## config.mk

```make
export PLATFORM = sky130hd
export DESIGN_NAME = moving_average_hysteresis_relays_top
export DESIGN_NICKNAME = d
export VERILOG_FILES = /design/src/hw/rtl/mahr_pkg.sv /design/src/hw/rtl/mahr_ram.sv /design/src/hw/rtl/mahr_window.sv /design/src/hw/rtl/mahr_relay.sv /design/src/hw/rtl/moving_average_hysteresis_relays_top.sv
export SDC_FILE = /design/constraint.sdc
export NUM_CORES = 1
export LEC_CHECK = 0
export BUFFER_PORTS_ARGS = -buffer_cell sky130_fd_sc_hd__buf_4
export CORE_AREA = 2 2 230 232
export CTS_BUF_LIST = sky130_fd_sc_hd__clkbuf_4 sky130_fd_sc_hd__clkbuf_8
export CTS_CLUSTER_SIZE = 10
export DETAILED_ROUTE_END_ITERATION = 12
export DIE_AREA = 0 0 232 234
export PLACE_DENSITY = 0.74
export RECOVER_POWER = 100
export SETUP_SLACK_MARGIN = 0.2
export SLEW_MARGIN = 5
export SYNTH_ARGS = -nofsm -noshare
export SYNTH_HDL_FRONTEND = slang
export SYNTH_HIERARCHICAL = 1
export SYNTH_SLANG_ARGS = --single-unit
```

## constraint.sdc

```tcl
create_clock -name clk -period 7.3 [get_ports clk]
set_input_delay 0.365 -clock clk [delete_from_list [all_inputs] [get_ports clk]]
set_output_delay 0.365 -clock clk [all_outputs]
set_load 0.1 [all_outputs]
```

## src/hw/rtl/mahr_pkg.sv

```systemverilog
// ============================================================================
// mahr_pkg
// Shared types and constants of the moving average relay block.
// ============================================================================
package mahr_pkg;

    localparam int unsigned WINDOW_DEF = 50;
    localparam int unsigned SAMPLE_W   = 10;
    localparam int unsigned SUM_W      = 16;
    localparam int unsigned LEVEL_W    = 16;
    localparam int unsigned VOLT_W     = 4;
    localparam int unsigned FRAC_W     = 12;
    localparam int unsigned CFG_IDX_W  = 8;

    localparam logic [LEVEL_W-1:0] AUX_ON_RST  = LEVEL_W'(7782);
    localparam logic [LEVEL_W-1:0] AUX_OFF_RST = LEVEL_W'(7373);
    localparam logic [LEVEL_W-1:0] RUN_ON_RST  = LEVEL_W'(8396);
    localparam logic [LEVEL_W-1:0] RUN_OFF_RST = LEVEL_W'(7988);

    typedef enum logic [CFG_IDX_W-1:0] {
        CFG_AUX_ON  = 8'd0,
        CFG_AUX_OFF = 8'd1,
        CFG_RUN_ON  = 8'd2,
        CFG_RUN_OFF = 8'd3
    } cfg_reg_t;

    typedef struct packed {
        logic [SAMPLE_W-1:0] sample;
        logic                run_enable;
    } in_item_t;

    typedef struct packed {
        logic [SAMPLE_W-1:0] drive_value;
        logic                aux_closed;
        logic                run_closed;
        logic [VOLT_W-1:0]   volts_whole;
        logic [VOLT_W-1:0]   volts_tenth;
    } out_item_t;

    // item after the window sum has been updated
    typedef struct packed {
        logic [SAMPLE_W-1:0] sample;
        logic                run_enable;
        logic [SUM_W-1:0]    window_sum;
    } sum_item_t;

endpackage

```

## src/hw/rtl/mahr_ram.sv

```systemverilog
// ============================================================================
// mahr_ram
// Generic single-port-write, single-port-read RAM with registered read data.
// ============================================================================
module mahr_ram #(
    parameter int unsigned WIDTH  = 10,
    parameter int unsigned DEPTH  = 50,
    parameter int unsigned ADDR_W = $clog2(DEPTH)
) (
    input  logic              clk,
    input  logic              wr_en,
    input  logic [ADDR_W-1:0] wr_addr,
    input  logic [WIDTH-1:0]  wr_data,
    input  logic              rd_en,
    input  logic [ADDR_W-1:0] rd_addr,
    output logic [WIDTH-1:0]  rd_data
);

    logic [WIDTH-1:0] mem [DEPTH];
    logic [WIDTH-1:0] rd_data_reg;

    // read returns the old contents on a same-address write
    always_ff @(posedge clk)
    begin
        if (rd_en)
        begin
            rd_data_reg <= mem[rd_addr];
        end
        if (wr_en)
        begin
            mem[wr_addr] <= wr_data;
        end
    end

    assign rd_data = rd_data_reg;

endmodule

```

## src/hw/rtl/mahr_window.sv

```systemverilog
// ============================================================================
// mahr_window
// Sample ring in RAM with per-entry valid flags and the running window sum.
// ============================================================================
module mahr_window
    import mahr_pkg::*;
#(
    parameter int unsigned WINDOW = WINDOW_DEF
) (
    input  logic      clk,
    input  logic      rst_n,
    input  logic      sample_valid,
    output logic      sample_stall,
    input  in_item_t  sample_data,
    output logic      sum_valid,
    input  logic      sum_stall,
    output sum_item_t sum_item
);

    localparam int unsigned SLOT_W = $clog2(WINDOW);

    logic [SLOT_W-1:0]   slot_reg, slot_next;
    logic [WINDOW-1:0]   filled_reg, filled_next;
    logic                s1_valid_reg, s1_valid_next;
    logic                s1_filled_reg;
    in_item_t            s1_item_reg;
    logic                s2_valid_reg, s2_valid_next;
    sum_item_t           s2_item_reg;
    logic [SUM_W-1:0]    sum_reg, sum_next;
    logic [SAMPLE_W-1:0] ram_rd_data;
    logic [SAMPLE_W-1:0] oldest;
    logic                accept;
    logic                s2_load;
    logic                s1_adv;

    assign s2_load      = !s2_valid_reg || !sum_stall;
    assign s1_adv       = s1_valid_reg && s2_load;
    assign sample_stall = s1_valid_reg && !s2_load;
    assign accept       = sample_valid && !sample_stall;

    // oldest sample is read and replaced at the same slot in one transfer
    mahr_ram #(
        .WIDTH (SAMPLE_W),
        .DEPTH (WINDOW),
        .ADDR_W(SLOT_W)
    ) u_ring (
        .clk    (clk),
        .wr_en  (accept),
        .wr_addr(slot_reg),
        .wr_data(sample_data.sample),
        .rd_en  (accept),
        .rd_addr(slot_reg),
        .rd_data(ram_rd_data)
    );

    // never-written entries count as zero
    assign oldest = s1_filled_reg ? ram_rd_data : '0;

    always_comb
    begin
        slot_next     = slot_reg;
        filled_next   = filled_reg;
        s1_valid_next = s1_valid_reg;
        s2_valid_next = s2_valid_reg;
        sum_next      = sum_reg;
        if (accept)
        begin
            filled_next[slot_reg] = 1'b1;
            if (slot_reg == SLOT_W'(WINDOW - 1))
            begin
                slot_next = '0;
            end
            else
            begin
                slot_next = slot_reg + 1'b1;
            end
        end
        if (accept)
        begin
            s1_valid_next = 1'b1;
        end
        else if (s1_adv)
        begin
            s1_valid_next = 1'b0;
        end
        if (s2_load)
        begin
            s2_valid_next = s1_valid_reg;
        end
        if (s1_adv)
        begin
            sum_next = sum_reg - SUM_W'(oldest) + SUM_W'(s1_item_reg.sample);
        end
    end

    always_ff @(posedge clk or negedge rst_n)
    begin
        if (!rst_n)
        begin
            slot_reg     <= '0;
            filled_reg   <= '0;
            s1_valid_reg <= 1'b0;
            s2_valid_reg <= 1'b0;
            sum_reg      <= '0;
        end
        else
        begin
            slot_reg     <= slot_next;
            filled_reg   <= filled_next;
            s1_valid_reg <= s1_valid_next;
            s2_valid_reg <= s2_valid_next;
            sum_reg      <= sum_next;
        end
    end

    always_ff @(posedge clk)
    begin
        if (accept)
        begin
            s1_item_reg   <= sample_data;
            s1_filled_reg <= filled_reg[slot_reg];
        end
        if (s1_adv)
        begin
            s2_item_reg.sample     <= s1_item_reg.sample;
            s2_item_reg.run_enable <= s1_item_reg.run_enable;
            s2_item_reg.window_sum <= sum_next;
        end
    end

    assign sum_valid = s2_valid_reg;
    assign sum_item  = s2_item_reg;

endmodule

```

## src/hw/rtl/mahr_relay.sv

```systemverilog
// ============================================================================
// mahr_relay
// Level registers, hysteresis latches, volts display digits and result register.
// ============================================================================
module mahr_relay
    import mahr_pkg::*;
(
    input  logic                 clk,
    input  logic                 rst_n,
    input  logic                 cfg_valid,
    input  logic [CFG_IDX_W-1:0] cfg_index,
    input  logic [LEVEL_W-1:0]   cfg_data,
    input  logic                 sum_valid,
    output logic                 sum_stall,
    input  sum_item_t            sum_item,
    output logic                 result_valid,
    input  logic                 result_stall,
    output out_item_t            result_data
);

    logic [LEVEL_W-1:0] aux_on_reg, aux_on_next;
    logic [LEVEL_W-1:0] aux_off_reg, aux_off_next;
    logic [LEVEL_W-1:0] run_on_reg, run_on_next;
    logic [LEVEL_W-1:0] run_off_reg, run_off_next;
    logic               aux_reg, aux_next;
    logic               run_reg, run_next;
    logic               out_valid_reg, out_valid_next;
    out_item_t          out_item_reg, out_item_next;
    logic               load;
    logic               take;
    logic [FRAC_W-1:0]  frac;
    logic [FRAC_W+3:0]  frac_x10;

    function automatic logic hysteresis(
        input logic             held,
        input logic [SUM_W-1:0] sum,
        input logic [LEVEL_W-1:0] on_level,
        input logic [LEVEL_W-1:0] off_level
    );
        logic res;
        priority if (sum > on_level)
        begin
            res = 1'b1;
        end
        else if (sum < off_level)
        begin
            res = 1'b0;
        end
        else
        begin
            res = held;
        end
        return res;
    endfunction

    assign load      = !out_valid_reg || !result_stall;
    assign sum_stall = !load;
    assign take      = sum_valid && load;

    // tenths digit only depends on the fraction below one volt
    assign frac     = sum_item.window_sum[FRAC_W-1:0];
    assign frac_x10 = {frac, 3'b000} + {2'b00, frac, 1'b0};

    always_comb
    begin
        aux_on_next  = aux_on_reg;
        aux_off_next = aux_off_reg;
        run_on_next  = run_on_reg;
        run_off_next = run_off_reg;
        if (cfg_valid)
        begin
            unique case (cfg_index)
                CFG_AUX_ON:  aux_on_next  = cfg_data;
                CFG_AUX_OFF: aux_off_next = cfg_data;
                CFG_RUN_ON:  run_on_next  = cfg_data;
                CFG_RUN_OFF: run_off_next = cfg_data;
                default:     ;
            endcase
        end
    end

    always_comb
    begin
        aux_next       = aux_reg;
        run_next       = run_reg;
        out_valid_next = load ? sum_valid : out_valid_reg;
        out_item_next  = out_item_reg;
        if (take)
        begin
            if (sum_item.run_enable)
            begin
                aux_next = hysteresis(aux_reg, sum_item.window_sum, aux_on_reg, aux_off_reg);
                run_next = hysteresis(run_reg, sum_item.window_sum, run_on_reg, run_off_reg);
                out_item_next.drive_value = sum_item.sample;
            end
            else
            begin
                aux_next = 1'b0;
                run_next = 1'b0;
                out_item_next.drive_value = '0;
            end
            out_item_next.aux_closed  = aux_next;
            out_item_next.run_closed  = run_next;
            out_item_next.volts_whole = sum_item.window_sum[SUM_W-1:FRAC_W];
            out_item_next.volts_tenth = frac_x10[FRAC_W+3:FRAC_W];
        end
    end

    always_ff @(posedge clk or negedge rst_n)
    begin
        if (!rst_n)
        begin
            aux_on_reg    <= AUX_ON_RST;
            aux_off_reg   <= AUX_OFF_RST;
            run_on_reg    <= RUN_ON_RST;
            run_off_reg   <= RUN_OFF_RST;
            aux_reg       <= 1'b0;
            run_reg       <= 1'b0;
            out_valid_reg <= 1'b0;
        end
        else
        begin
            aux_on_reg    <= aux_on_next;
            aux_off_reg   <= aux_off_next;
            run_on_reg    <= run_on_next;
            run_off_reg   <= run_off_next;
            aux_reg       <= aux_next;
            run_reg       <= run_next;
            out_valid_reg <= out_valid_next;
        end
    end

    always_ff @(posedge clk)
    begin
        out_item_reg <= out_item_next;
    end

    assign result_valid = out_valid_reg;
    assign result_data  = out_item_reg;

endmodule

```

## src/hw/rtl/moving_average_hysteresis_relays_top.sv

```systemverilog
// ============================================================================
// moving_average_hysteresis_relays_top
// Moving average of a speed reference with two hysteresis relay outputs.
// ============================================================================
// One sample transfer can be taken every clock cycle while sample_stall is
// low. Each sample passes three registers (ring read stage, sum stage, result
// register) in that order, the first loaded at its transfer edge. Throughput
// is set by the ring RAM, which reads the oldest sample and writes the new
// one at the same slot in the cycle of the transfer; the running sum feeds
// back on its own register. A result stall holds the stages in place and
// reaches the sample input only once the ring read stage is also full.
// Per-entry valid flags make the ring read as zero after reset, so the block
// is ready right out of reset with no clearing pass. Level registers are
// written through the cfg port, which is always ready; write them only while
// no sample is in flight.
module moving_average_hysteresis_relays_top
    import mahr_pkg::*;
#(
    parameter int unsigned WINDOW = WINDOW_DEF
) (
    input  logic                 clk,
    input  logic                 rst_n,
    input  logic                 sample_valid,
    output logic                 sample_stall,
    input  in_item_t             sample_data,
    output logic                 result_valid,
    input  logic                 result_stall,
    output out_item_t            result_data,
    input  logic                 cfg_valid,
    output logic                 cfg_ready,
    input  logic [CFG_IDX_W-1:0] cfg_index,
    input  logic [LEVEL_W-1:0]   cfg_data
);

    localparam int unsigned SUM_MAX = WINDOW * ((2 ** SAMPLE_W) - 1);

    logic      sum_valid;
    logic      sum_stall;
    sum_item_t sum_item;

    assign cfg_ready = 1'b1;

    mahr_window #(
        .WINDOW(WINDOW)
    ) u_window (
        .clk         (clk),
        .rst_n       (rst_n),
        .sample_valid(sample_valid),
        .sample_stall(sample_stall),
        .sample_data (sample_data),
        .sum_valid   (sum_valid),
        .sum_stall   (sum_stall),
        .sum_item    (sum_item)
    );

    mahr_relay u_relay (
        .clk         (clk),
        .rst_n       (rst_n),
        .cfg_valid   (cfg_valid && cfg_ready),
        .cfg_index   (cfg_index),
        .cfg_data    (cfg_data),
        .sum_valid   (sum_valid),
        .sum_stall   (sum_stall),
        .sum_item    (sum_item),
        .result_valid(result_valid),
        .result_stall(result_stall),
        .result_data (result_data)
    );

`ifndef SYNTHESIS
    // sum can never exceed a full window of maximum samples
    a_sum_bound: assert property (@(posedge clk) disable iff (!rst_n)
        sum_valid |-> (sum_item.window_sum <= SUM_MAX))
        else $error("window sum out of range");

    // a disabled item forces drive and both relays off
    a_disabled_off: assert property (@(posedge clk) disable iff (!rst_n)
        (sum_valid && !sum_stall && !sum_item.run_enable) |=>
        (result_valid && (result_data.drive_value == '0)
         && !result_data.aux_closed && !result_data.run_closed))
        else $error("disabled item did not clear outputs");

    // whole volts follow the sum of the transferred item
    a_volts_whole: assert property (@(posedge clk) disable iff (!rst_n)
        (sum_valid && !sum_stall) |=>
        (result_data.volts_whole == $past(sum_item.window_sum[SUM_W-1:FRAC_W])))
        else $error("volts whole mismatch");

    // tenths digit is a decimal digit
    a_tenth_digit: assert property (@(posedge clk) disable iff (!rst_n)
        result_valid |-> (result_data.volts_tenth <= 4'd9))
        else $error("tenths digit out of range");
`endif

endmodule
```

# Word-level counts from Yosys, hierarchy flattened
# Memories as Yosys holds them, arrays and structs flattened. A register that Yosys moved wholly into a read port is not among the register bits.
# Index checks and enable logic that the tools add are counted.
# word_totals
wordCells	74
ram_bits	500
regBits	200
inputBits	40
output_inout_bits	23
memories	1
# mem_list
name	depth	width	rd	rd_ports_with_merged_regs	write_ports	line	text
u_window.u_ring.mem	50	10	1	1	1	mahr_ram.sv:19	logic [WIDTH-1:0] mem [DEPTH];
# classes
reduce_logical	18
n_eq_ne	4
magnitude_cmp	6
muxes	17
n_bitwise	1
addsub	4
# ops
cell	n
$or A50 B50 Y50	1
$gt A16 B16 Y1	2
$lt A16 B16 Y1	2
$add A15 B13 Y16	1
$add A16 B10 Y16	1
$eq A8 B2 Y1 const B	2
$mux W16	1
$sub A16 B10 Y16	1
$mux W1	12
$mux W10	1
$eq A8 B1 Y1 const B	1
$logic_not A8 Y1	1
$reduce_and A2 Y1	4
$lt A6 B7 Y1 const B	1
$add A6 B1 Y6 const B	1
$bmux W1 S6	1
$demux W1 S6	1
$eq A6 B6 Y1 const B	1
$ge A6 B1 Y1 const B	1
$mux W6	1
$logic_and A1 B1 Y1	5
$logic_not A1 Y1	5
$logic_or A1 B1 Y1	2
$reduce_bool A2 Y1	1

# Logic depth before layout (Yosys ltp)
# Gate-level depths: netlist of the first run.
# logic_depth
depth_word	9
ltp_mapped	10
mapped_depth_nobuf	10

# By module
# Netlist of the first run, hierarchy kept.
# modules_own_cells
mod	cells_per_inst	area_per_inst_um2	n_inst	seq_area_each_um2
mahr_ram	1028	19960.4	1	15314.7
mahr_window	486	5675.4	1	3022.9
mahr_relay	459	5104.9	1	2313.5
moving_average_hysteresis_relays_top	2	11.3	1	0.0

# Least setup slack after synthesis of the first run
# Ideal clock, no wire load.
# synth_timing
kind	reg-to-reg
start	reg u_relay.out_valid_reg, in the netlist u_relay/result_valid
end	mem u_window.u_ring.mem[32][0] (enable)
setup_slack_ps	3728
setup_ps	390
t_required_ps	6910
synth_period_minus_slack_ps	3572
path_buffers	1
t_arrival_ps	3182
stages_incl_launch_ff	11
path_cell_list	dfrtp_1 > nand2_1 > inv_1 > nand3_1 > nand2_1 > inv_1 > buf_2 > nor2b_1 > nor2b_1 > nand2_1 > nor3_1
# synth_via
elab_chain_cells	9
# synth_rtl
item	line	text
from (decl)	mahr_relay.sv:27	logic out_valid_reg, out_valid_next;
from (signal assigned)	mahr_relay.sv:129	out_valid_reg <= out_valid_next;
$logic_not A1 Y1	mahr_relay.sv:56	assign load = !out_valid_reg || !result_stall;
$logic_or A1 B1 Y1	mahr_relay.sv:56	
$logic_or A1 B1 Y1	mahr_window.sv:36	assign s2_load = !s2_valid_reg || !sum_stall;
$logic_not A1 Y1	mahr_window.sv:38	assign sample_stall = s1_valid_reg && !s2_load;
$logic_and A1 B1 Y1	mahr_window.sv:38	
$logic_not A1 Y1	mahr_window.sv:39	assign accept = sample_valid && !sample_stall;
$logic_and A1 B1 Y1	mahr_window.sv:39	
net u_window.accept	mahr_window.sv:32	logic accept;
$mux W1	mahr_ram.sv:29	if (wr_en)
$mux W1 (implied by the code)	mahr_ram.sv:31	mem[wr_addr] <= wr_data;
to (decl)	mahr_ram.sv:19	
# The timed path passes the listed nets, and every way through them passes these cells.

# Worst setup path in the final report of the first run
# layout_timing
start	reg u_window.slot_reg[2]
end	reg u_window.s1_filled_reg (data pin)
# layout_via
elab_chain_cells	2
# layout_rtl
item	line	text
from (decl)	mahr_window.sv:22	logic [SLOT_W-1:0] slot_reg, slot_next;
from (signal assigned)	mahr_window.sv:108	slot_reg <= slot_next;
$bmux W1 S6	mahr_window.sv:121	s1_filled_reg <= filled_reg[slot_reg];
$mux W1 (implied by the code)	mahr_window.sv:121	
to (signal assigned)	mahr_window.sv:121	
to (decl)	mahr_window.sv:25	logic s1_filled_reg;
# No other way between the ends. The select of a mux whose other input is x is not followed.
# A chain may end at the register's enable or synchronous reset.

==> flow_metrics.py, run 1 <==
metrics = {
    "cells_and_area": {
        "syn2layout_area_growth_pct": 9.968,
        "largest_reg_flops": 500,
        "fin_area_mm2": 0.03382,
        "nFillCells": 3608,
        "num_antenna_cells": 0,
        "layout_commonest_cell": "edfxtp_1",
        "fin_util_pct": 65.00,
        "finalNonFillerCells": 2875,
        "nNetsFinal": 2240,
        "final_cell_mix": "edfxtp_1, nand2_1, inv_1",
        "drive_above_1_share_pct": 17.28,
    },
    "critical_path": {
        "cpLargestDelayFamily": "buffers and inverters",
        "worstPathCellList": "clkbuf_1, inv_1, mux4_2, o211ai_2, a32oi_1, o211ai_1",
        "cp-end-kind": "register",
        "cp-start-kind": "register",
        "crit_slowest_cell": "clkbuf_1",
        "worst-setup-path-type": "register to register",
        "max_stage_delay_ns": 2.32,
        "arrival_ns": 6.02,
        "crit_required_ns": 7.74,
        "crit_buf_inv": 2,
        "crit_fanout": 60,
    },
    "global_route": {
        "grt_max_degree": 111,
        "grt.overflow.total": 0,
        "grt_pass1_vias": 17890,
        "antenna_found_initial": 0,
        "grtUsageTotal_pct": 25.65,
        "grt_first_pass_wirelength_um": 104400,
    },
    "cts": {
        "root_buffer": "clkbuf_8",
        "cts_buffers": 109,
        "cts_resized": 0,
        "cts_tree": "yes",
        "clockBufferDepth": 3,
        "hold_buffers": 20,
        "clk_latency_ns": 0.72,
        "clkSlewWorstSetupHoldPaths_ns": 0.06,
        "postCtsSetupRepairBufs": 0,
        "h-tree-depth": 3,
        "cts.sinks": 710,
    },
    "timing": {
        "slew_headroom_pct": -161.5,
        "worst_pin_slew_ns": 3.922,
        "fin_setup_tns_ns": 0,
        "whs_ns": 0.4290,
        "drv_slew": 711,
        "rsz0062_at_grt": "false",
        "period_share_pct": 76.44,
        "max_freq_mhz": 179.2,
        "skew_ns": 0.04212,
        "setup-violations-final": 0,
        "hold_viol": 0,
        "finalWorstSetupSlack_ns": 1.720,
        "period_needed_ns": 5.580,
    },
    "logic_synthesis": {
        "synth_seq_cells": 710,
        "synth-edff-count": 569,
        "syn_inst": 1975,
        "syn-mean-instance-area_um2": 15.57,
        "ys_seq_area_share_pct": 67.15,
        "synthArstFlopShare_pct": 19.86,
        "synthesis.nets": 2114,
        "yosys_warnings": 6,
        "ys.flop_type": "edfxtp_1",
        "ys_types": 83,
        "synth.cell_area_mm2": 0.03075,
    },
    "route": {
        "vias": 17960,
        "drt-wirelength-per-cell_um": 23.84,
        "drt_iter0_markers": 1894,
        "dr.pass1.iters": 5,
        "ant_nets": 0,
        "viasPerCell": 6.247,
        "finalWirelength_um": 68540,
        "drc_errors": 0,
    },
    "die": {
        "dieArea_mm2": 0.05429,
        "die_y_um": 234,
        "core_area_mm2": 0.05202,
        "die_w_um": 232,
        "rows": 84,
        "io_pins": 63,
        "start_util_pct": 59.11,
    },
    "place": {
        "place_inst": 2658,
        "gp_congestion": 0.8877,
        "placed_area_mm2": 0.03174,
        "hpwl_um": 42970,
        "io_buffers": 61,
        "pre_cts_slack_ns": 2.689,
    },
    "status": {
        "violations": "max-capacitance violations, max-slew violations",
        "outcome": "complete, but fails checks",
    },
    "pwr": {
        "cellPowerDensity_mw_per_mm2": 370.6,
        "leakage_nw": 12.32,
        "finalPower_mw": 12.53,
        "irDropWorstVdd_v": 0.0002168,
    },
    "flow_run": {
        "max_cap_violations": 14,
    },
    "hold_path": {
        "hold_path.class": "register to register",
    },
}
[path summary, 6_finish.rpt]
check | start | end | slack (ns) | depth (start not counted)
max | u_window/slot_reg[2] | u_window/s1_filled_reg | 1.72 | 6
min | u_window/s1_item_reg[0] | u_window/sum_item[16] | 0.43 | 0
max reg2reg | u_window/slot_reg[2] | u_window/s1_filled_reg | 1.72 | 6
min reg2reg | u_window/s1_item_reg[0] | u_window/sum_item[16] | 0.43 | 0
max in group asynchronous | rst_n | u_window/slot_reg[2] | 3.18 | 3
min in group asynchronous | rst_n | u_window/sum_reg[12] | 1.54 | 2
[metal layers]
metal / routed length [um] / GRT usage, % / vias to the layer above
met5: 0 / 0 / -
li1: - / - / 7900
met1: 28040 / 35.95 / 9096
met2: 32260 / 40.02 / 840
met3: 6200 / 5.472 / 125
met4: 2040 / 9.675 / 0
[synthesized netlist by cell type (30+ instances only)]
cell type  instances  area [um2]
ha_1              89        1114
edfxtp_1         569       17090
o21bai_1          30       225.2
nand2_1          132       495.5
a21oi_1           48       240.2
mux4_2            78        1757
o21ai_0           47       235.2
nand4_1           39       244.0
inv_1            116       435.4
clkbuf_1          34       127.6
mux2i_1          113        1131
nand3_1           40       200.2
dfrtp_1          112        2803
nor2_1            65       244.0
mux2_2            51       574.3
[power breakdown]
| group | total, mW | switching (mW) | internal (mW) |
|---|---|---|---|
| Clock | 3.18 | 1.52 | 1.66 |
| Combinational | 4.14 | 2.58 | 1.55 |
| Sequential | 5.22 | 0.359 | 4.86 |
| Total | 12.5 | 4.46 | 8.07 |
[layout make-up]
cell class	count	area (um2)	area share (%)
tap	688	860.8	2.546
inverter	118	442.9	1.310
sequential	710	20660	61.10
multi-input combinational	1065	9110	26.94
timing repair buffer	97	644.4	1.905
clock buffer	136	1715	5.073
clock inverter	61	382.9	1.132
[worst register-to-register path, delay by kind of cell, from the launching register on]
kind                   cells  cell delay, ns
buffers and inverters      2            3.16
DFF                        1            0.73
muxes                      1            0.71
AOI/OAI and AO/OA          3            0.70
[cell families (layout without fill, tap and decap cells)]
family,count (synthesis),after routing,share of synthesized area (%)
compound gates,317,317,7.381
other cells,1,1,0.01219
flops,710,710,67.15
fa+ha+maj,99,99,4.272
buf+inv,200,412,3.007
simple gates,392,392,6.380
mux,247,247,11.54
xor+xnor,9,9,0.2563
(Power assumes the default switching activity.)
==> run 2: changes to the inputs <==
clock period = 5.4 ns   (was 7.3 ns; I/O delays follow)
==> run 2 against run 1 <==
  * The flow still finishes with violations (max-capacitance violations, max-slew violations)
  * First-iteration DRC count grew 3.9%
  * Fmax is 35% higher
  * Clock skew shrank 0.0085 ns
  * Critical endpoint is now u_window/slot_reg[5]
  * Final cell count up 0.49%
  * Clock power increased by 45%
==> flow_metrics.py, run 2 (synthesis results as in run 1) <==
metrics = {
    "die": {
        "dieArea_mm2": 0.05429,
        "die_w_um": 232,
        "die_y_um": 234,
        "start_util_pct": 59.11,
        "io_pins": 63,
        "core_area_mm2": 0.05202,
        "rows": 84,
    },
    "place": {
        "hpwl_um": 44340,
        "pre_cts_slack_ns": 2.019,
        "placed_area_mm2": 0.03182,
        "gp_congestion": 0.8959,
        "place_inst": 2666,
        "io_buffers": 61,
    },
    "global_route": {
        "grt_pass1_vias": 17770,
        "grt.overflow.total": 0,
        "grt_first_pass_wirelength_um": 106100,
        "use_met3_pct": 5.302,
        "top_usage_layer": "met2",
        "grtUsageMet2_pct": 40.61,
        "grtUsageTotal_pct": 26.19,
        "grt_max_degree": 69,
        "grt.met1_usage_pct": 37.03,
        "antenna_found_initial": 0,
    },
    "route": {
        "vias": 18040,
        "dr.pass1.iters": 6,
        "finalWirelength_um": 69570,
        "ant_nets": 0,
        "viasPerCell": 6.245,
        "drt-wirelength-per-cell_um": 24.08,
        "drt_iter0_markers": 1968,
        "drc_errors": 0,
    },
    "cts": {
        "cts_buffers": 111,
        "cts_tree": "yes",
        "postCtsSetupRepairBufs": 0,
        "clkSlewWorstSetupHoldPaths_ns": 0.06,
        "clockBufferDepth": 3,
        "clk_latency_ns": 0.72,
        "h-tree-depth": 3,
        "cts.sinks": 710,
        "root_buffer": "clkbuf_8",
    },
    "critical_path": {
        "worstSetupEndpoint": "u_window/slot_reg[5]",
        "worst-setup-path-type": "register to register",
        "worstPathCellList": "clkbuf_1, inv_1, nor3_1, a31oi_1, o21ai_0, o21ai_0",
        "cp-start-kind": "register",
        "path_depth": 6,
        "cp-end-kind": "register",
        "regToRegSetupSlack_ns": 1.26,
        "cpLargestDelayFamily": "buffers and inverters",
        "rr_startpoint": "u_window/slot_reg[0]",
        "crit_slowest_cell": "clkbuf_1",
        "max_stage_delay_ns": 1.39,
        "crit_buf_inv": 2,
        "crit_fanout": 49,
        "r2r-end": "u_window/slot_reg[5]",
        "crit_required_ns": 5.99,
        "cp-startpoint": "u_window/slot_reg[0]",
        "arrival_ns": 4.72,
        "cpMostUsedCell": "o21ai_0",
        "reg2regPathDepth": 6,
    },
    "cells_and_area": {
        "nNetsFinal": 2251,
        "drive_above_1_share_pct": 18.59,
        "finalNonFillerCells": 2889,
        "fin_util_pct": 65.51,
        "final_cell_mix": "edfxtp_1, nand2_1, clkbuf_8",
        "largest_reg_flops": 500,
        "fin_area_mm2": 0.03408,
        "syn2layout_area_growth_pct": 10.82,
        "layout_commonest_cell": "edfxtp_1",
    },
    "status": {
        "outcome": "complete, but fails checks",
        "violations": "max-capacitance violations, max-slew violations",
    },
    "pwr": {
        "comb_power_share_pct": 32.2,
        "internal-power_mw": 11.21,
        "finalPower_mw": 17.34,
        "irDropWorstVdd_v": 0.0002576,
        "clkPwrFrac_pct": 26.5,
        "leakage_nw": 12.46,
        "power.switching_mw": 6.123,
        "switching_share_pct": 35.32,
        "p_seq_share_pct": 41.3,
        "cellPowerDensity_mw_per_mm2": 508.7,
    },
    "timing": {
        "fin_setup_tns_ns": 0,
        "drv_slew": 699,
        "finalWorstSetupSlack_ns": 1.265,
        "slew_headroom_pct": -87.91,
        "max_freq_mhz": 241.8,
        "whs_ns": 0.3502,
        "skew_ns": 0.03362,
        "rsz0062_at_grt": "false",
        "worst_pin_slew_ns": 2.819,
        "period_share_pct": 76.58,
        "setup-violations-final": 0,
        "hold_viol": 0,
        "period_needed_ns": 4.135,
    },
    "hold_path": {
        "hold_path.class": "input pin to register",
    },
    "flow_run": {
        "max_cap_violations": 15,
    },
}
==> run 2: worst min path at each step <==
stage	start	endpoint	slack [ns]	depth (start not counted)
after detailed placement	rst_n	u_window/sum_reg[10]	0.19	1
after floorplan	rst_n	u_relay/aux_off_reg[13]	-0.03	0
after global placement	rst_n	u_window/sum_reg[10]	0.18	1
after global routing	cfg_data[4]	u_relay/aux_on_reg[4]	0.34	4
after CTS	cfg_index[0]	u_relay/aux_on_reg[6]	0.05	5
final	cfg_data[7]	u_relay/aux_on_reg[7]	0.35	4
==> run 2: layer usage <==
layer	routed length, um	vias up
li1	-	7924
met1	28750	9091
met2	32710	887
met3	5986	140
met4	2125	0
met5	0	-
==> run 2: timing repair <==
action,CTS,global route
hold endpoints to repair,128,0
resized for setup,0,0
hold buffers,21,0
setup endpoints to repair,0,0
==> run 2: final cells by class <==
type	count	area, um2
inverters	118	442.9
clock buffers	153	1906
repair buffers	106	705.7
multi-input cells	1065	9128
diodes	1	2.502
flip-flops and latches	710	20660
clock inverters	48	374.1
well taps	688	860.8
fillers	3622	17940
==> run 2: worst register-to-register path, cell delays in order, from the launching register on <==
cell and delay (ns):
dfrtp_4 1.01, clkbuf_1 1.43, inv_1 0.33, nor3_1 0.79
a31oi_1 0.17, o21ai_0 0.18, o21ai_0 0.10
==> run 2: power by group through the flow <==
stage / Sequential, mW / Clock, mW / Combinational [mW]
floorplan: 7.14 / 0 / 3.98
global placement: 7.23 / 0 / 5.35
detailed placement: 7.25 / 0 / 5.51
CTS: 7.15 / 4.69 / 5.57
global route: 7.22 / 4.90 / 6.05
finish: 7.16 / 4.60 / 5.59
==> run 3: changes to the inputs <==
ABC_AREA = 1   (was default)
CORE_AREA = 2 2 237 239   (was 2 2 230 232)
DIE_AREA = 0 0 239 241   (was 0 0 232 234)
PLACE_DENSITY = 0.76   (was 0.74)
clock period = 3.6 ns   (was 5.4 ns; I/O delays follow)
==> run 3 against run 2 <==
  * The run still ends with max-capacitance violations, max-slew violations left
  * Die area grew 6.1%
  * Synthesized cell count rose by 53%
  * Clock power is 40% higher
  * Critical path depth is 4 higher
  * Power up 57%
  * Largest cell class unchanged
==> flow_metrics.py, run 3 <==
metrics = {
    "die": {
        "die_y_um": 241,
        "rows": 86,
        "core_area_mm2": 0.05488,
        "io_pins": 63,
        "start_util_pct": 58.40,
        "die_w_um": 239,
        "dieArea_mm2": 0.05760,
    },
    "route": {
        "viasPerCell": 5.730,
        "drt-wirelength-per-cell_um": 19.31,
        "vias": 22460,
        "drt_iter0_markers": 2372,
        "ant_nets": 0,
        "finalWirelength_um": 75660,
        "drc_errors": 0,
        "dr.pass1.iters": 6,
    },
    "cts": {
        "cts.sinks": 710,
        "clkSlewWorstSetupHoldPaths_ns": 0.06,
        "root_buffer": "clkbuf_8",
        "h-tree-depth": 3,
        "cts_tree": "yes",
        "cts_buffers": 110,
        "clockBufferDepth": 3,
        "cts_resized": 0,
        "clk_latency_ns": 0.72,
    },
    "critical_path": {
        "cp-start-kind": "register",
        "cp-end-kind": "register",
        "reg2regPathDepth": 10,
        "worst-setup-path-type": "register to register",
        "crit_fanout": 138,
        "crit_required_ns": 4.17,
        "arrival_ns": 3.68,
    },
    "place": {
        "place_inst": 3693,
        "io_buffers": 61,
        "pre_cts_slack_ns": 0.8452,
        "hpwl_um": 45770,
        "gp_congestion": 0.9246,
    },
    "cells_and_area": {
        "syn2layout_area_growth_pct": 9.123,
        "num_antenna_cells": 0,
        "finalNonFillerCells": 3919,
        "drive_above_1_share_pct": 10.20,
        "largest_reg_flops": 500,
        "nNetsFinal": 3270,
        "final_cell_mix": "nand2_1, edfxtp_1, nand3_1",
        "layout_commonest_cell": "nand2_1",
    },
    "timing": {
        "period_share_pct": 86.31,
        "period_needed_ns": 3.107,
        "skew_ns": 0.04179,
        "hold_viol": 0,
        "fin_setup_tns_ns": 0,
        "slew_headroom_pct": -88.35,
        "setup-violations-final": 0,
        "finalWorstSetupSlack_ns": 0.4929,
        "drv_slew": 644,
        "rsz0062_at_grt": "false",
        "max_freq_mhz": 321.8,
        "worst_pin_slew_ns": 2.825,
    },
    "flow_run": {
        "max_cap_violations": 12,
    },
    "logic_synthesis": {
        "ys_seq_area_share_pct": 64.43,
        "syn-mean-instance-area_um2": 10.61,
        "synth_area_leaders": "edfxtp_1, nand2_1, dfrtp_1",
        "syn_inst": 3020,
        "yosys_warnings": 6,
        "synthTopCellsByCount": "nand2_1, edfxtp_1, nand3_1, inv_1, nor2_1",
        "yosysTopAreaCellShare_pct": 53.31,
        "ys.flop_type": "edfxtp_1",
        "ys_types": 51,
        "synth.cell_area_mm2": 0.03205,
        "synthesis.nets": 3159,
        "synthArstFlopShare_pct": 19.86,
        "synth_top_area_cell": "edfxtp_1",
        "synth-edff-count": 569,
        "synth.most_common_cell": "nand2_1",
        "synth_seq_cells": 710,
    },
    "global_route": {
        "grtUsageTotal_pct": 26.65,
        "grt.overflow.total": 0,
        "antenna_found_initial": 0,
        "grt_pass1_vias": 22250,
        "grt_max_degree": 139,
        "grt_first_pass_wirelength_um": 118400,
    },
    "status": {
        "violations": "max-capacitance violations, max-slew violations",
        "outcome": "complete, but fails checks",
    },
    "pwr": {
        "switching_share_pct": 39.48,
        "cellPowerDensity_mw_per_mm2": 776.4,
        "power.switching_mw": 10.72,
        "internal-power_mw": 16.43,
        "leakage_nw": 13.99,
        "irDropWorstVdd_v": 0.0006302,
        "comb_power_share_pct": 36.9,
        "p_seq_share_pct": 39.3,
        "clkPwrFrac_pct": 23.8,
    },
    "hold_path": {
        "hold_path.class": "input pin to register",
        "hold_depth": 2,
    },
}
==> run 3: cell types whose count changed after synthesis, sizes merged, moves of 58 or more <==
cell   delta
nand2   +778
o21ai   +103
nor2    +147
mux4     -79
buf      +58
mux2i   -113
inv     +125
nand3   +329
==> run 3: final timing paths <==
path	startpoint	to	slack (ns)
min in group asynchronous	rst_n	u_window/sum_reg[10]	0.75
max reg2reg	u_window/slot_reg[0]	u_window/u_ring/rd_data[6]	0.49
min	sample_data[0]	u_window/s1_item_reg[0]	0.22
max in group asynchronous	rst_n	u_window/slot_reg[1]	0.92
max	u_window/slot_reg[0]	u_window/u_ring/rd_data[6]	0.49
min reg2reg	u_window/s1_item_reg[0]	u_window/sum_item[16]	0.43
==> run 3: area by class of cell <==
| cell class | instances | area, um2 |
|---|---|---|
| clock inverter | 51 | 310.3 |
| multi-input combinational | 1924 | 9453 |
| inverter | 242 | 927.1 |
| fill | 4284 | 19900 |
| timing repair buffer | 143 | 957.2 |
| clock buffer | 145 | 1789 |
| sequential | 710 | 20660 |
| tap | 704 | 880.8 |
==> run 3: kinds of logic (layout without fill, tap and decap cells) <==
logic type,after synthesis,in the layout,share of synthesized area [%]
buf+inv,386,581,5.606
compound gates,285,285,5.473
simple gates,1532,1532,20.19
flops,710,710,64.43
other cells,1,1,0.01170
fa+ha+maj,99,99,4.099
xor+xnor,7,7,0.1913
==> run 3: repair_timing <==
item,4_1_cts,5_1_grt
hold endpoints to repair,445,0
hold buffers,30,0
setup buffers,0,0
==> run 3: power groups by stage <==
stage | combinational, mW | clock [mW] | sequential [mW]
final | 10.0 | 6.46 | 10.7
after floorplan | 7.15 | 0 | 10.8
after global placement | 9.60 | 0 | 10.8
after CTS | 9.99 | 6.57 | 10.7
after global routing | 11.2 | 6.91 | 10.8
after detailed placement | 9.90 | 0 | 10.8
==> run 3: stage by stage <==
stage	hold WS, ns	area (um2)	power (mW)	util [%]
floorplan	-0.1156	32050	17.95	-
global placement	0.3309	32990	20.39	60.12
detailed placement	0.3505	32990	20.73	60.12
CTS	0.1281	35390	27.22	64.49
global route	0.2041	34970	28.90	63.73
finish	0.2218	34970	27.15	63.73
==> run 3: routing by layer <==
| metal | up-vias | routed length, um | GRT usage (%) |
|---|---|---|---|
| met2 | 1057 | 36230 | 43.59 |
| met3 | 175 | 6589 | 5.524 |
| met4 | 0 | 2398 | 10.32 |
| met1 | 10780 | 30440 | 35.33 |
| li1 | 10440 | - | - |
| met5 | - | 0 | 0 |
==> run 3: critical path, stage by stage (launching register included) <==
cell and delay [ns]:
dfrtp_2 0.70, inv_6 0.33, buf_6 0.75, nand2_1 0.13, nand3_1 0.12, nand3_1 0.15
nand2_1 0.14, nand2_1 0.11, nand3_1 0.18, nand3_1 0.11, nand2_1 0.09
